## config.mk

```make
export PLATFORM = sky130hd
export DESIGN_NAME = ppm_capture_decoder_core
export DESIGN_NICKNAME = d
export VERILOG_FILES = /design/src/hw/rtl/ppmcd_pkg.sv /design/src/hw/rtl/ppmcd_store.sv /design/src/hw/rtl/ppmcd_capture.sv /design/src/hw/rtl/ppmcd_reader.sv /design/src/hw/rtl/ppm_capture_decoder_core.sv
export VERILOG_INCLUDE_DIRS = /design/src /design/src/hw/rtl
export SDC_FILE = /design/constraint.sdc
export NUM_CORES = 1
export LEC_CHECK = 0
export BUFFER_PORTS_ARGS = -buffer_cell sky130_fd_sc_hd__buf_2
export CORE_AREA = 2 2 157 159
export DETAILED_ROUTE_END_ITERATION = 8
export DIE_AREA = 0 0 159 161
export GPL_TIMING_DRIVEN = 1
export PLACE_DENSITY = 0.83
export RECOVER_POWER = 100
export SETUP_SLACK_MARGIN = 0.05
export SLEW_MARGIN = 20
export SYNTH_ARGS = -nofsm -noshare
export SYNTH_HDL_FRONTEND = slang
export SYNTH_HIERARCHICAL = 1
export SYNTH_SLANG_ARGS = --single-unit
```

## constraint.sdc

```tcl
create_clock -name clk -period 6.65 [get_ports clk]
set_input_delay 0.3325 -clock clk [delete_from_list [all_inputs] [get_ports clk]]
set_output_delay 0.3325 -clock clk [all_outputs]
set_load 0.005 [all_outputs]
```

## src/hw/rtl/ppm_capture_decoder_core_macros.svh

```systemverilog
// assertion macros for the ppm capture decoder core
// used by the top level only; expects clk and rst_n in scope
`ifndef PPM_CAPTURE_DECODER_CORE_MACROS_SVH
`define PPM_CAPTURE_DECODER_CORE_MACROS_SVH

// property checked every clock outside reset
`define PPMCD_ASSERT(lbl, prop, msg) \
  lbl: assert property (@(posedge clk) disable iff (!rst_n) (prop)) else $error(msg);

// implication: consequent checked in the cycle after the antecedent
`define PPMCD_ASSERT_NEXT(lbl, ante, cons, msg) \
  lbl: assert property (@(posedge clk) disable iff (!rst_n) (ante) |=> (cons)) else $error(msg);

`endif

```

## src/hw/rtl/ppmcd_pkg.sv

```systemverilog
// shared constants, register codes and request structs of the ppm decoder
// no dependencies
package ppmcd_pkg;

  localparam int CHANNELS   = 8;
  localparam int READ_COUNT = 8;
  localparam int ADDR_W     = $clog2(READ_COUNT);
  localparam int SLOT_W     = $clog2(CHANNELS + 1);
  localparam int CAP_W      = 16;
  localparam int MINCH_W    = 4;
  localparam int PULSE_W    = 15;
  localparam int IDX_W      = 3;
  localparam int CFG_IDX_W  = 3;

  localparam logic [CAP_W-1:0]   RAW_RESET       = 16'd2400;
  localparam logic [CAP_W-1:0]   TIMER_TOP_RESET = 16'd40000;
  localparam logic [CAP_W-1:0]   SYNC_GAP_RESET  = 16'd8000;
  localparam logic [MINCH_W-1:0] MIN_CH_RESET    = 4'd5;
  localparam logic [PULSE_W-1:0] MIN_PULSE_RESET = 15'd900;
  localparam logic [PULSE_W-1:0] MAX_PULSE_RESET = 15'd2100;

  localparam logic KIND_CAPTURE = 1'b0;
  localparam logic KIND_READ    = 1'b1;

  typedef enum logic [CFG_IDX_W-1:0] {
    REG_TIMER_TOP = 3'd0,
    REG_SYNC_GAP  = 3'd1,
    REG_MIN_CH    = 3'd2,
    REG_MIN_PULSE = 3'd3,
    REG_MAX_PULSE = 3'd4
  } cfg_reg_t;

  typedef struct packed {
    logic              en;
    logic [ADDR_W-1:0] addr;
    logic [CAP_W-1:0]  data;
  } wr_req_t;

  typedef struct packed {
    logic              en;
    logic [ADDR_W-1:0] addr;
  } rd_req_t;

endpackage

```

## src/hw/rtl/ppmcd_store.sv

```systemverilog
// channel width memory, one write and one registered read port
// per-entry valid bits give the reset width for entries never written; uses ppmcd_pkg
module ppmcd_store (
  input  logic                              clk,
  input  logic                              rst_n,
  input  ppmcd_pkg::wr_req_t                wr,
  input  ppmcd_pkg::rd_req_t                rd,
  output logic [ppmcd_pkg::CAP_W-1:0]       rd_data
);
  import ppmcd_pkg::*;

  logic [CAP_W-1:0]      mem [READ_COUNT];
  logic [READ_COUNT-1:0] valid_r;
  logic [CAP_W-1:0]      q_r;
  logic                  qv_r;

  always_ff @(posedge clk) begin
    if (wr.en) begin
      mem[wr.addr] <= wr.data;
    end
    if (rd.en) begin
      q_r <= mem[rd.addr];
    end
  end

  always_ff @(posedge clk) begin
    if (!rst_n) begin
      valid_r <= '0;
      qv_r    <= 1'b0;
    end else begin
      if (wr.en) begin
        valid_r[wr.addr] <= 1'b1;
      end
      if (rd.en) begin
        qv_r <= valid_r[rd.addr];
      end
    end
  end

  assign rd_data = qv_r ? q_r : RAW_RESET;

endmodule

```

## src/hw/rtl/ppmcd_capture.sv

```systemverilog
// capture path: gap between timestamps, sync detection, slot index and new-frame flag
// issues width writes to ppmcd_store; uses ppmcd_pkg
module ppmcd_capture (
  input  logic                              clk,
  input  logic                              rst_n,
  input  logic                              cap_go,
  input  logic [ppmcd_pkg::CAP_W-1:0]       cap_time,
  input  logic                              frame_clr,
  input  logic [ppmcd_pkg::CAP_W-1:0]       timer_top,
  input  logic [ppmcd_pkg::CAP_W-1:0]       sync_gap,
  input  logic [ppmcd_pkg::MINCH_W-1:0]     min_ch,
  output ppmcd_pkg::wr_req_t                wr,
  output logic                              new_frame
);
  import ppmcd_pkg::*;

  logic [CAP_W-1:0]  prev_r;
  logic [SLOT_W-1:0] slot_r;
  logic              new_frame_r;
  logic              wrap;
  logic [CAP_W-1:0]  gap;
  logic              is_sync;
  logic              slot_open;

  assign wrap      = cap_time < prev_r;
  assign gap       = CAP_W'(cap_time - prev_r + (wrap ? timer_top : '0));
  assign is_sync   = gap > sync_gap;
  assign slot_open = 32'(slot_r) < CHANNELS;

  assign wr.en   = cap_go && !is_sync && slot_open && (32'(slot_r) < READ_COUNT);
  assign wr.addr = ADDR_W'(slot_r);
  assign wr.data = gap;

  always_ff @(posedge clk) begin
    if (!rst_n) begin
      prev_r      <= '0;
      slot_r      <= '0;
      new_frame_r <= 1'b0;
    end else begin
      if (cap_go) begin
        prev_r <= cap_time;
        if (is_sync) begin
          if (32'(slot_r) >= 32'(min_ch)) begin
            new_frame_r <= 1'b1;
          end
          slot_r <= '0;
        end else if (slot_open) begin
          slot_r <= SLOT_W'(slot_r + 1'b1);
        end
      end else if (frame_clr) begin
        new_frame_r <= 1'b0;
      end
    end
  end

  assign new_frame = new_frame_r;

endmodule

```

## src/hw/rtl/ppmcd_reader.sv

```systemverilog
// read sequencer: walks the stored widths one per cycle, halves and clamps them
// drives the result ports through an output register; uses ppmcd_pkg
module ppmcd_reader (
  input  logic                              clk,
  input  logic                              rst_n,
  input  logic                              rd_go,
  input  logic                              new_frame,
  input  logic [ppmcd_pkg::CAP_W-1:0]       rd_data,
  input  logic [ppmcd_pkg::PULSE_W-1:0]     min_pulse,
  input  logic [ppmcd_pkg::PULSE_W-1:0]     max_pulse,
  output ppmcd_pkg::rd_req_t                rd,
  output logic                              busy,
  output logic                              out_strobe,
  output logic [ppmcd_pkg::IDX_W-1:0]       out_channel_index,
  output logic [ppmcd_pkg::PULSE_W-1:0]     out_pulse_us,
  output logic                              out_frame_valid,
  output logic                              out_last
);
  import ppmcd_pkg::*;

  typedef enum logic [1:0] {
    RD_IDLE  = 2'b01,
    RD_ISSUE = 2'b10
  } rd_state_t;

  rd_state_t         state_r, state_nxt;
  logic [ADDR_W-1:0] addr_r, addr_nxt;
  logic              dat_vld_r;
  logic [ADDR_W-1:0] dat_idx_r;
  logic              strobe_r;
  logic [IDX_W-1:0]  idx_r;
  logic [PULSE_W-1:0] pulse_r;
  logic              fv_r;
  logic              last_r;
  logic [PULSE_W-1:0] half;
  logic [PULSE_W-1:0] clamped;

  assign half    = rd_data[CAP_W-1:1];
  assign clamped = (half < min_pulse) ? min_pulse :
                   (half > max_pulse) ? max_pulse : half;

  always_comb begin
    state_nxt = state_r;
    addr_nxt  = addr_r;
    case (state_r)
      RD_IDLE: begin
        if (rd_go && new_frame) begin
          state_nxt = RD_ISSUE;
          addr_nxt  = '0;
        end
      end
      RD_ISSUE: begin
        addr_nxt = ADDR_W'(addr_r + 1'b1);
        if (addr_r == ADDR_W'(READ_COUNT - 1)) begin
          state_nxt = RD_IDLE;
        end
      end
      default: begin
        state_nxt = RD_IDLE;
      end
    endcase
  end

  always_ff @(posedge clk) begin
    if (!rst_n) begin
      state_r   <= RD_IDLE;
      addr_r    <= '0;
      dat_vld_r <= 1'b0;
      strobe_r  <= 1'b0;
    end else begin
      state_r   <= state_nxt;
      addr_r    <= addr_nxt;
      dat_vld_r <= (state_r == RD_ISSUE);
      strobe_r  <= dat_vld_r || (rd_go && !new_frame);
    end
  end

  always_ff @(posedge clk) begin
    dat_idx_r <= addr_r;
    if (dat_vld_r) begin
      idx_r   <= IDX_W'(dat_idx_r);
      pulse_r <= clamped;
      fv_r    <= 1'b1;
      last_r  <= (dat_idx_r == ADDR_W'(READ_COUNT - 1));
    end else begin
      idx_r   <= '0;
      pulse_r <= '0;
      fv_r    <= 1'b0;
      last_r  <= 1'b1;
    end
  end

  assign rd.en   = (state_r == RD_ISSUE);
  assign rd.addr = addr_r;
  assign busy    = (state_r == RD_ISSUE) || dat_vld_r;

  assign out_strobe        = strobe_r;
  assign out_channel_index = idx_r;
  assign out_pulse_us      = pulse_r;
  assign out_frame_valid   = fv_r;
  assign out_last          = last_r;

endmodule

```

## src/hw/rtl/ppm_capture_decoder_core.sv

```systemverilog
// ppm capture decoder top level: config registers, command accept, store and read paths
// depends on ppmcd_pkg, ppmcd_store, ppmcd_capture, ppmcd_reader and the macros header
//
// usage
//   a command transfer happens on a clock edge with start high and busy low.
//   in_kind 0 is a capture timestamp; it updates the decoder in that cycle and
//   gives no result. busy stays low, so captures can follow every cycle while
//   no read holds busy. in_kind 1 reads the frame. with a new frame pending,
//   eight results follow, channel 0 first, one per cycle, via the memory read
//   register and the output register; busy is high until the last width leaves
//   the memory read register, so no command is taken before then. the walk is
//   paced by the single read port of the width memory, one entry per cycle.
//   with no frame pending the read gives one invalid result in the next cycle.
//   each result is on the out_ ports for one cycle with out_strobe high; the
//   receiver cannot stall them. cfg_we writes register cfg_index at once.
//   reset (rst_n low, synchronous) restores the register defaults, clears the
//   slot index, previous timestamp and frame flag, and makes every stored
//   width read as 2400 ticks until written. no clearing pass is needed.
module ppm_capture_decoder_core (
  input  logic                              clk,
  input  logic                              rst_n,
  input  logic                              start,
  output logic                              busy,
  input  logic                              in_kind,
  input  logic [ppmcd_pkg::CAP_W-1:0]       in_capture_time,
  output logic                              out_strobe,
  output logic [ppmcd_pkg::IDX_W-1:0]       out_channel_index,
  output logic [ppmcd_pkg::PULSE_W-1:0]     out_pulse_us,
  output logic                              out_frame_valid,
  output logic                              out_last,
  input  logic                              cfg_we,
  input  logic [ppmcd_pkg::CFG_IDX_W-1:0]   cfg_index,
  input  logic [ppmcd_pkg::CAP_W-1:0]       cfg_data
);
  import ppmcd_pkg::*;

  `include "ppm_capture_decoder_core_macros.svh"

  logic [CAP_W-1:0]   timer_top_r;
  logic [CAP_W-1:0]   sync_gap_r;
  logic [MINCH_W-1:0] min_ch_r;
  logic [PULSE_W-1:0] min_pulse_r;
  logic [PULSE_W-1:0] max_pulse_r;

  logic       accept;
  logic       cap_go;
  logic       rd_go;
  logic       new_frame;
  wr_req_t    wr;
  rd_req_t    rd;
  logic [CAP_W-1:0] rd_data;

  always_ff @(posedge clk) begin
    if (!rst_n) begin
      timer_top_r <= TIMER_TOP_RESET;
      sync_gap_r  <= SYNC_GAP_RESET;
      min_ch_r    <= MIN_CH_RESET;
      min_pulse_r <= MIN_PULSE_RESET;
      max_pulse_r <= MAX_PULSE_RESET;
    end else if (cfg_we) begin
      case (cfg_reg_t'(cfg_index))
        REG_TIMER_TOP: timer_top_r <= cfg_data;
        REG_SYNC_GAP:  sync_gap_r  <= cfg_data;
        REG_MIN_CH:    min_ch_r    <= cfg_data[MINCH_W-1:0];
        REG_MIN_PULSE: min_pulse_r <= cfg_data[PULSE_W-1:0];
        REG_MAX_PULSE: max_pulse_r <= cfg_data[PULSE_W-1:0];
        default: begin
        end
      endcase
    end
  end

  assign accept = start && !busy;
  assign cap_go = accept && (in_kind == KIND_CAPTURE);
  assign rd_go  = accept && (in_kind == KIND_READ);

  ppmcd_store u_store (
    .clk     (clk),
    .rst_n   (rst_n),
    .wr      (wr),
    .rd      (rd),
    .rd_data (rd_data)
  );

  ppmcd_capture u_capture (
    .clk          (clk),
    .rst_n        (rst_n),
    .cap_go       (cap_go),
    .cap_time     (in_capture_time),
    .frame_clr    (rd_go),
    .timer_top    (timer_top_r),
    .sync_gap     (sync_gap_r),
    .min_ch       (min_ch_r),
    .wr           (wr),
    .new_frame    (new_frame)
  );

  ppmcd_reader u_reader (
    .clk               (clk),
    .rst_n             (rst_n),
    .rd_go             (rd_go),
    .new_frame         (new_frame),
    .rd_data           (rd_data),
    .min_pulse         (min_pulse_r),
    .max_pulse         (max_pulse_r),
    .rd                (rd),
    .busy              (busy),
    .out_strobe        (out_strobe),
    .out_channel_index (out_channel_index),
    .out_pulse_us      (out_pulse_us),
    .out_frame_valid   (out_frame_valid),
    .out_last          (out_last)
  );

  `PPMCD_ASSERT(a_invalid_is_last, !(out_strobe && !out_frame_valid) || out_last, "invalid result not last")
  `PPMCD_ASSERT(a_last_is_final_ch, !(out_strobe && out_frame_valid && out_last) || (out_channel_index == IDX_W'(READ_COUNT - 1)), "frame ends on wrong channel")
  `PPMCD_ASSERT_NEXT(a_burst_contiguous, out_strobe && !out_last, out_strobe && out_frame_valid, "gap inside frame burst")
  `PPMCD_ASSERT(a_no_write_during_read, !(wr.en && rd.en), "width write during read walk")

endmodule
```

==> results of run 1 <==
final cells by class:
cell class | instances | area, um^2
Fill cell | 1844 | 9422
Sequential cell | 261 | 6576
Multi-Input combinational cell | 632 | 5733
Clock buffer | 33 | 708.2
Timing Repair Buffer | 91 | 566.8
Inverter | 115 | 431.7
Tap cell | 324 | 405.4
Clock inverter | 15 | 120.1
state kept, by name (all words and copies together) (netlist names):
| signal | cells |
|---|---|
| u_reader/out_channel_index | 3 |
| u_reader/addr_r | 3 |
| u_capture/slot_r | 4 |
| u_capture/prev_r | 16 |
| u_reader/out_last | 1 |
| u_reader/out_frame_valid | 1 |
| u_reader/out_pulse_us | 15 |
| u_store/mem | 120 |
| u_store/qv_r | 1 |
| u_store/q_r | 15 |
| u_store/valid_r | 8 |
| u_reader/state_r | 2 |
| u_capture/new_frame | 1 |
| sync_gap_r | 16 |
| u_reader/dat_vld_r | 1 |
| max_pulse_r | 15 |
| timer_top_r | 16 |
| min_ch_r | 4 |
| min_pulse_r | 15 |
| u_reader/out_strobe | 1 |
| u_reader/dat_idx_r | 3 |
placed cells by master, fill, tap and decap left out, drive strengths merged, types with 3 or more instances in the layout:
cell type / n
edfxtp: 135
dfxtp: 126
inv: 118
mux2i: 103
nand2: 97
ha: 83
buf: 66
nor2b: 65
clkbuf: 58
a21oi: 34
nor2: 32
mux4: 31
o21ai: 16
fa: 15
o2bb2ai: 15
and2: 15
mux2: 15
o21a: 14
nand2b: 12
nand4: 10
xnor2: 10
clkinv: 10
nand3: 8
a2111oi: 6
a21o: 5
xor2: 4
nor4bb: 3
a211oi: 3
and3: 3
nor3: 3
layer usage:
metal | global-route usage | share of wire | wire length [um] | vias to the layer above
met3 | 0.02696 | 0.054 | 1535 | 53
met1 | 0.2821 | 0.42 | 11880 | 4004
met4 | 0.07521 | 0.028 | 802 | 0
li1 | - | - | - | 3884
met5 | 0 | 0 | 0 | -
met2 | 0.3781 | 0.50 | 14030 | 239
worst max-delay path: cells and delay by family, from the launching register on:
kind                     cells  cell delay, ns
AND/OR/NAND/NOR              8            1.47
XOR/XNOR                     1            0.28
AO/OA/AOI/OAI                8            1.85
adder cells (fa/ha/maj)      5            1.48
flip-flops                   1            0.37
buffers and inverters        5            0.59
worst paths after layout:
| kind | start | to | cells after the start |
|---|---|---|---|
| hold reg to reg | u_reader/dat_idx_r[0] | u_reader/out_last | 2 |
| hold / removal | cfg_data[11] | min_pulse_r[11] | 3 |
| setup reg to reg | u_capture/prev_r[13] | u_store/mem[0][7] | 27 |
| setup / recovery | u_capture/prev_r[13] | u_store/mem[0][7] | 27 |
metrics by stage:
step | utilization | instance area, um^2 | hold WS, ns
final | 0.6068 | 14540 | 0.05800
after floorplan | - | 12880 | 0.3659
after detailed placement | 0.5702 | 13660 | 0.4411
after CTS | 0.6048 | 14490 | 0.04269
after global placement | 0.5699 | 13660 | 0.4383
after global routing | 0.6068 | 14540 | 0.05431
repair_timing:
| action | 4_1_cts | 5_1_grt |
|---|---|---|
| cloned | 0 | 1 |
| setup endpoints to repair | 120 | 128 |
| pin swaps | 0 | 6 |
| resized for setup | 1 | 25 |
power by group:
part	leakage (uW)	internal, uW	switching, uW
combinational	0.00306	254	424
clock	0.000409	800	619
sequential	0.00224	1830	21.0
total	0.00570	2890	1060
==> flow_metrics.env, run 1 <==
export IMPL_status="complete, but fails checks"
export IMPL_violations="capacitance limit, slew limit"
export IMPL_cts_buffers=26
export IMPL_min_period_ns=6.345
export IMPL_finClkSkew_ns=0.01852
export IMPL_clk_path_buf_depth=3
export IMPL_rows=57
export IMPL_grt_total_usage=0.2169
export IMPL_cts_sinks=261
export IMPL_initial_core_util=0.5370
export IMPL_ctsHoldBuffers=0
export IMPL_grt_pass1_wl_um=43540
export IMPL_num_nets_final=1265
export IMPL_maxSlewViolCount=249
export IMPL_cp_common_cell="ha_1"
export IMPL_yosysWarnings=6
export IMPL_tns_ns=0
export IMPL_routed_via_count=8180
export IMPL_r2r_setup_slack_ns=0.31
export IMPL_drtAntennaViolNets=0
export IMPL_synthCells=1051
export IMPL_routedWlPerCell_um=19.20
export IMPL_drc=0
export IMPL_grt_ovfl_total=0
export IMPL_core_um2=23960
export IMPL_critPathSlowestCell="fa_1"
export IMPL_power_uw=3951
export IMPL_min_period_over_period=0.9541
export IMPL_dieWidth_um=159
export IMPL_relSlewSlack=-0.8985
export IMPL_via_per_inst=5.561
export IMPL_finalSetupViolCount=0
export IMPL_postCtsSetupBuffers=0
export IMPL_critPathKind="register to register"
export IMPL_antenna_cells=0
export IMPL_root_buffer="clkbuf_16"
export IMPL_syn2layout_area_growth_pct=13.01
export IMPL_post_place_ws_ns=-0.01715
export IMPL_clk_latency_ns=0.54
export IMPL_cp_slowest_stage_delay_ns=0.40
export IMPL_place_inst=1422
export IMPL_hpwl_um=19740
export IMPL_rsz0062_at_grt="false"
export IMPL_drive_gt1_frac=0.1290
export IMPL_max_freq_ghz=0.1576
export IMPL_hold_viol=0
export IMPL_peakVddDrop_mv=0.1782
export IMPL_cp_start_kind="register"
export IMPL_hold_class="input port to register"
export IMPL_fin_cells=1471
export IMPL_tightestPinTransition_ns=2.848
export IMPL_cts_tree="yes"
export IMPL_cp_required_ns=6.89
export IMPL_dieArea_um2=25600
export IMPL_pin_count=62
export IMPL_htreeDepth=1
export IMPL_cap_violations=6
export IMPL_drt_iter0_drc=754
export IMPL_antenna_found_initial=0
export IMPL_power_density_nw_per_um2=271.7
export IMPL_crit_path_end_kind="register"
export IMPL_grt_pass1_vias=8021
export IMPL_cp_arrival_ns=6.59
export IMPL_critPathMaxFanout=16
export IMPL_synthesis_nets=1189
export IMPL_postRouteWirelength_um=28250
export IMPL_syn_area_per_cell_um2=12.24
export IMPL_place_congestion=0.8980
export IMPL_p_leak_uw=0.005702
export IMPL_drt_first_pass_iters=5
export IMPL_grt_max_degree=72
export IMPL_clk_pin_slew_ns=0.06
export IMPL_portBuffers=61
export IMPL_chipHeight_um=161
export IMPL_netlist_area_um2=12870
export IMPL_worst_slack_ns=0.3055
Note: power is estimated with default switching activity, not from simulation.
==> run 2: changes to the inputs <==
- PLACE_DENSITY: 0.83 -> 0.76
==> run 2 against run 1 <==
Compared with the run above:
- the flow still finishes with violations (capacitance limit, slew limit)
- hold slack got worse by 0.012 ns
- critical path type unchanged
- maximum frequency rose by 0.41%
- clock power rose by 8%
- global-route usage fell by 0.23 points
- setup slack improved by 0.026 ns
- flip-flop and latch count did not move
- highest routed layer unchanged
==> flow_metrics.env, run 2 (same netlist as run 1, synthesis figures left out) <==
export IMPL_status="complete, but fails checks"
export IMPL_violations="capacitance limit, slew limit"
export IMPL_min_period_over_period=0.9501
export IMPL_ctsHoldBuffers=0
export IMPL_drt_iter0_drc=568
export IMPL_largest_reg_flops=120
export IMPL_tightestPinTransition_ns=3.792
export IMPL_worst_slack_ns=0.3316
export IMPL_grt_total_usage=0.2146
export IMPL_post_place_ws_ns=0.1359
export IMPL_min_period_ns=6.318
export IMPL_fill_cells=1858
export IMPL_antenna_cells=0
export IMPL_place_congestion=0.8492
export IMPL_htreeDepth=1
export IMPL_routedWlPerCell_um=18.91
export IMPL_reg2reg_to="u_store/mem[0][14]"
export IMPL_power_density_nw_per_um2=276.7
export IMPL_cp_slowest_stage_delay_ns=0.48
export IMPL_cp_common_cell="ha_1"
export IMPL_initial_core_util=0.5370
export IMPL_regMostFlops="u_store/mem"
export IMPL_relSlewSlack=-1.528
export IMPL_grt_pass1_wl_um=43190
export IMPL_r2r_cells=28
export IMPL_hold_class="input port to register"
export IMPL_dieArea_um2=25600
export IMPL_grt_ovfl_total=0
export IMPL_peakVddDrop_mv=0.1955
export IMPL_drtAntennaViolNets=0
export IMPL_finClkSkew_ns=0.01438
export IMPL_chipHeight_um=161
export IMPL_holdPathEnd="min_pulse_r[11]"
export IMPL_drt_first_pass_iters=5
export IMPL_critPathMaxFanout=13
export IMPL_layout_common_cells="edfxtp_1, dfxtp_1, inv_1"
export IMPL_clk_path_buf_depth=3
export IMPL_cp_start_kind="register"
export IMPL_cts_buffers=28
export IMPL_dpl_cell_area_um2=13630
export IMPL_syn2layout_area_growth_pct=13.82
export IMPL_cp_required_ns=6.90
export IMPL_num_nets_final=1273
export IMPL_rsz0062_at_grt="false"
export IMPL_tns_ns=0
export IMPL_rows=57
export IMPL_clk_latency_ns=0.54
export IMPL_utilization=0.6112
export IMPL_cts_tree="yes"
export IMPL_clk_pin_slew_ns=0.07
export IMPL_cap_violations=3
export IMPL_antenna_found_initial=0
export IMPL_min_from="cfg_data[11]"
export IMPL_max_freq_ghz=0.1583
export IMPL_cts_sinks=261
export IMPL_stdcell_area_um2=14650
export IMPL_r2r_setup_slack_ns=0.33
export IMPL_critPathSlowestCell="fa_1"
export IMPL_whs_path_depth=3
export IMPL_core_um2=23960
export IMPL_portBuffers=61
export IMPL_finalSetupViolCount=0
export IMPL_drc=0
export IMPL_via_per_inst=5.501
export IMPL_drive_gt1_frac=0.1392
export IMPL_dieWidth_um=159
export IMPL_maxSlewViolCount=164
export IMPL_pin_count=62
export IMPL_grt_max_degree=101
export IMPL_root_buffer="clkbuf_16"
export IMPL_final_common_cell="edfxtp_1"
export IMPL_hpwl_um=19640
export IMPL_grt_pass1_vias=8007
export IMPL_cp_arrival_ns=6.57
export IMPL_postRouteWirelength_um=28000
export IMPL_critPathKind="register to register"
export IMPL_holdWs_ns=0.04610
export IMPL_routed_via_count=8147
export IMPL_timing_rr_start="u_capture/prev_r[1]"
export IMPL_crit_path_end_kind="register"
export IMPL_hold_viol=0
export IMPL_p_leak_uw=0.005780
==> run 2: changes by cell type in the layout (fill, tap and decap cells not counted), sizes merged <==
cell / change
buf: +9
bufinv: +1
clkinv: -2
clkbuf: +5
inv: -3
==> run 2: worst max path at each step <==
stage                        startpoint                 end  cells past startpoint
global placement     in_capture_time[1]  u_store/mem[6][12]                     27
detailed placement   in_capture_time[1]  u_store/mem[7][12]                     27
floorplan           u_capture/prev_r[1]  u_store/mem[2][10]                     26
global route        u_capture/prev_r[1]  u_store/mem[0][11]                     28
CTS                 u_capture/prev_r[1]   u_store/mem[7][2]                     27
finish              u_capture/prev_r[1]  u_store/mem[0][14]                     28
==> run 2: metal layers <==
layer | share of wire | GRT usage | up-vias
met5 | 0 | 0 | -
met2 | 0.47 | 0.3540 | 227
li1 | - | - | 3887
met1 | 0.46 | 0.3056 | 3993
met4 | 0.017 | 0.05083 | 0
met3 | 0.052 | 0.02799 | 40
==> run 2: area by class of cell <==
cell class                 instances  area [um^2]  share of cell area
sequential                       261         6576              0.4490
clock inverter                    11        126.4            0.008629
clock buffer                      41        800.8             0.05468
tap                              324        405.4             0.02768
multi-input combinational        632         5724              0.3909
inverter                         115        431.7             0.02947
timing repair buffer              97        580.6             0.03964
==> run 2: repair_timing <==
action	CTS	global route
setup endpoints to repair	0	128
gates resized for setup	0	36
hold endpoints to repair	0	0
buffers inserted	0	3
==> run 2: critical path: cells and delay by family (launching register included) <==
kind	cells	cell delay [ns]
AO/OA/AOI/OAI	11	2.48
XOR/XNOR	1	0.21
adder cells (fa/ha/maj)	4	1.44
buffers and inverters	5	0.61
flip-flops	1	0.38
AND/OR/NAND/NOR	7	0.91
==> run 2: stage by stage <==
stage                     power [uW]  std cells
after CTS                       4074       1476
after global placement          2514       1424
after detailed placement        2540       1424
after floorplan                 2275       1051
final                           4053       1481
after global routing            4217       1481
==> run 2: report_power, final <==
group	internal, uW	switching [uW]
combinational	245	417
clock	914	622
sequential	1830	21.0
==> run 3: changes to the inputs <==
- CORE_AREA: 2 2 157 159 -> 2 2 213 215
- DIE_AREA: 0 0 159 161 -> 0 0 215 217
- PLACE_DENSITY: 0.76 -> not set
==> run 3 against run 2 <==
Compared with the run above:
- the flow still finishes with violations (capacitance limit, slew limit)
- routed wire length up 6.4%
- via count down 1.4%
- first-iteration DRC count down 29%
- clock power up 11%
- clock skew up 0.028 ns
- critical path depth down 2
- non-clock buffer count up 9
- maximum frequency up 0.85%
- combinational power down 1%
- cell count up 19%
- core utilization down 27 points
- sequential power about the same
- critical endpoint is now u_store/mem[2][6]
- largest cell class unchanged
- largest power group unchanged
==> flow_metrics.env, run 3 (same netlist as run 1, synthesis figures left out) <==
export IMPL_tns_ns=0
export IMPL_post_place_ws_ns=0.07265
export IMPL_tightestPinTransition_ns=3.359
export IMPL_crit_family="compound AO/OA/AOI/OAI gates"
export IMPL_grt_pass1_wl_um=46120
export IMPL_gr_usage_met1=0.1643
export IMPL_clk_path_buf_depth=3
export IMPL_routedWlPerCell_um=16.88
export IMPL_p_leak_uw=0.005837
export IMPL_met2_usage=0.2190
export IMPL_dieWidth_um=215
export IMPL_met3_usage=0.02110
export IMPL_peakVddDrop_mv=0.2107
export IMPL_grt_ovfl_total=0
export IMPL_pin_count=62
export IMPL_drt_iter0_drc=401
export IMPL_drive_gt1_frac=0.1391
export IMPL_critPathSlowestCell="fa_1"
export IMPL_cp_slowest_stage_delay_ns=0.47
export IMPL_power_density_nw_per_um2=280.1
export IMPL_rows=78
export IMPL_cp_start_kind="register"
export IMPL_dieArea_um2=46660
export IMPL_crit_path_end_kind="register"
export IMPL_top_usage_layer="met2"
export IMPL_crit_buf_inv=6
export IMPL_min_period_over_period=0.9422
export IMPL_utilization=0.3374
export IMPL_postRouteWirelength_um=29800
export IMPL_cp_required_ns=6.89
export IMPL_antenna_found_initial=1
export IMPL_grt_total_usage=0.1265
export IMPL_initial_core_util=0.2879
export IMPL_layout_common_cells="edfxtp_1, dfxtp_1, inv_1"
export IMPL_drt_first_pass_iters=5
export IMPL_clk_pin_slew_ns=0.06
export IMPL_antenna_cells=0
export IMPL_worst_slack_ns=0.3845
export IMPL_drc=0
export IMPL_core_um2=44700
export IMPL_regMostFlops="u_store/mem"
export IMPL_routed_via_count=8029
export IMPL_htreeDepth=1
export IMPL_power_uw=4224
export IMPL_portBuffers=61
export IMPL_syn2layout_area_growth_pct=17.19
export IMPL_place_congestion=0.8572
export IMPL_rsz0062_at_grt="false"
export IMPL_hpwl_um=21800
export IMPL_min_period_ns=6.265
export IMPL_violations="capacitance limit, slew limit"
export IMPL_status="complete, but fails checks"
export IMPL_num_nets_final=1282
export IMPL_grt_max_degree=83
export IMPL_largest_reg_flops=120
export IMPL_finClkSkew_ns=0.04207
export IMPL_relSlewSlack=-1.240
export IMPL_cp_arrival_ns=6.50
export IMPL_hold_viol=0
export IMPL_clk_latency_ns=0.56
export IMPL_cap_violations=6
export IMPL_via_per_inst=4.549
export IMPL_drtAntennaViolNets=0
export IMPL_max_freq_ghz=0.1596
export IMPL_chipHeight_um=217
export IMPL_cts_tree="yes"
export IMPL_critPathMaxFanout=13
export IMPL_critPathKind="register to register"
export IMPL_cts_sinks=261
export IMPL_grt_pass1_vias=8064
export IMPL_maxSlewViolCount=247
export IMPL_hold_class="input port to register"
export IMPL_root_buffer="clkbuf_16"
export IMPL_finalSetupViolCount=0
export IMPL_cts_buffers=28
export IMPL_final_common_cell="edfxtp_1"
-- run 3: cell count changes in the layout (fill, tap and decap cells not counted), sizes merged --
cell / change
buf: +4
bufinv: +5
clkbuf: -3
inv: +2
-- run 3: layout make-up --
cell class	instances	area [um^2]
flip-flops and latches	261	6579
fillers	4472	29620
inverters	115	431.7
well taps	600	750.7
clock buffers	33	740.7
repair buffers	106	596.8
clock inverters	18	277.8
multi-input cells	632	5703
-- run 3: worst register-to-register path, cell delays in order (launching register included) --
cell	delay (ns)
dfxtp_1	0.38
inv_1	0.07
ha_1	0.31
a2111oi_2	0.38
o21ai_1	0.14
a211oi_2	0.22
buf_6	0.18
nand2_1	0.08
fa_1	0.47
inv_1	0.04
ha_1	0.36
a21o_1	0.22
a311o_2	0.40
a21oi_2	0.17
o21ai_2	0.11
a311oi_2	0.29
xnor3_1	0.38
ha_1	0.30
nand4_1	0.15
inv_1	0.08
a2111oi_2	0.32
nor2_1	0.13
nor2b_2	0.18
buf_4	0.15
nand2b_4	0.07
nor2_2	0.16
buf_4	0.21
-- run 3: per-stage QoR --
stage	area, um^2	std cells	hold WS [ns]
2_1_floorplan	12880	1051	0.3659
3_3_place_gp	13990	1707	0.4442
3_5_place_dp	14000	1707	0.4544
4_1_cts	15020	1758	0.009181
5_1_grt	15080	1765	0.03371
6_report	15080	1765	0.03375
-- run 3: worst paths after layout --
path / slack [ns] / from / depth (start not counted) / endpoint
worst min register to register: 0.46 / sync_gap_r[1] / 2 / sync_gap_r[1]
worst max register to register: 0.38 / u_capture/prev_r[13] / 26 / u_store/mem[2][6]
worst max-delay path: 0.38 / u_capture/prev_r[13] / 26 / u_store/mem[2][6]
worst min-delay path: 0.03 / cfg_data[15] / 3 / sync_gap_r[15]
-- run 3: timing repair --
item	CTS	global route
pin swaps	0	5
resized for setup	1	35
cloned	0	2
endpoints found under the setup margin	4	128
buffers inserted	0	5
hold buffers	0	0
-- run 3: layer usage --
metal  up-vias  part of all wire
li1       3922                 -
met1      3942              0.45
met2       128              0.49
met3        35             0.042
met4         2             0.017
met5         -           0.00044
-- run 3: report_power, final --
group	internal, uW	switching (uW)
clock	1070	645
sequential	1830	21.2
combinational	248	408
total	3150	1070
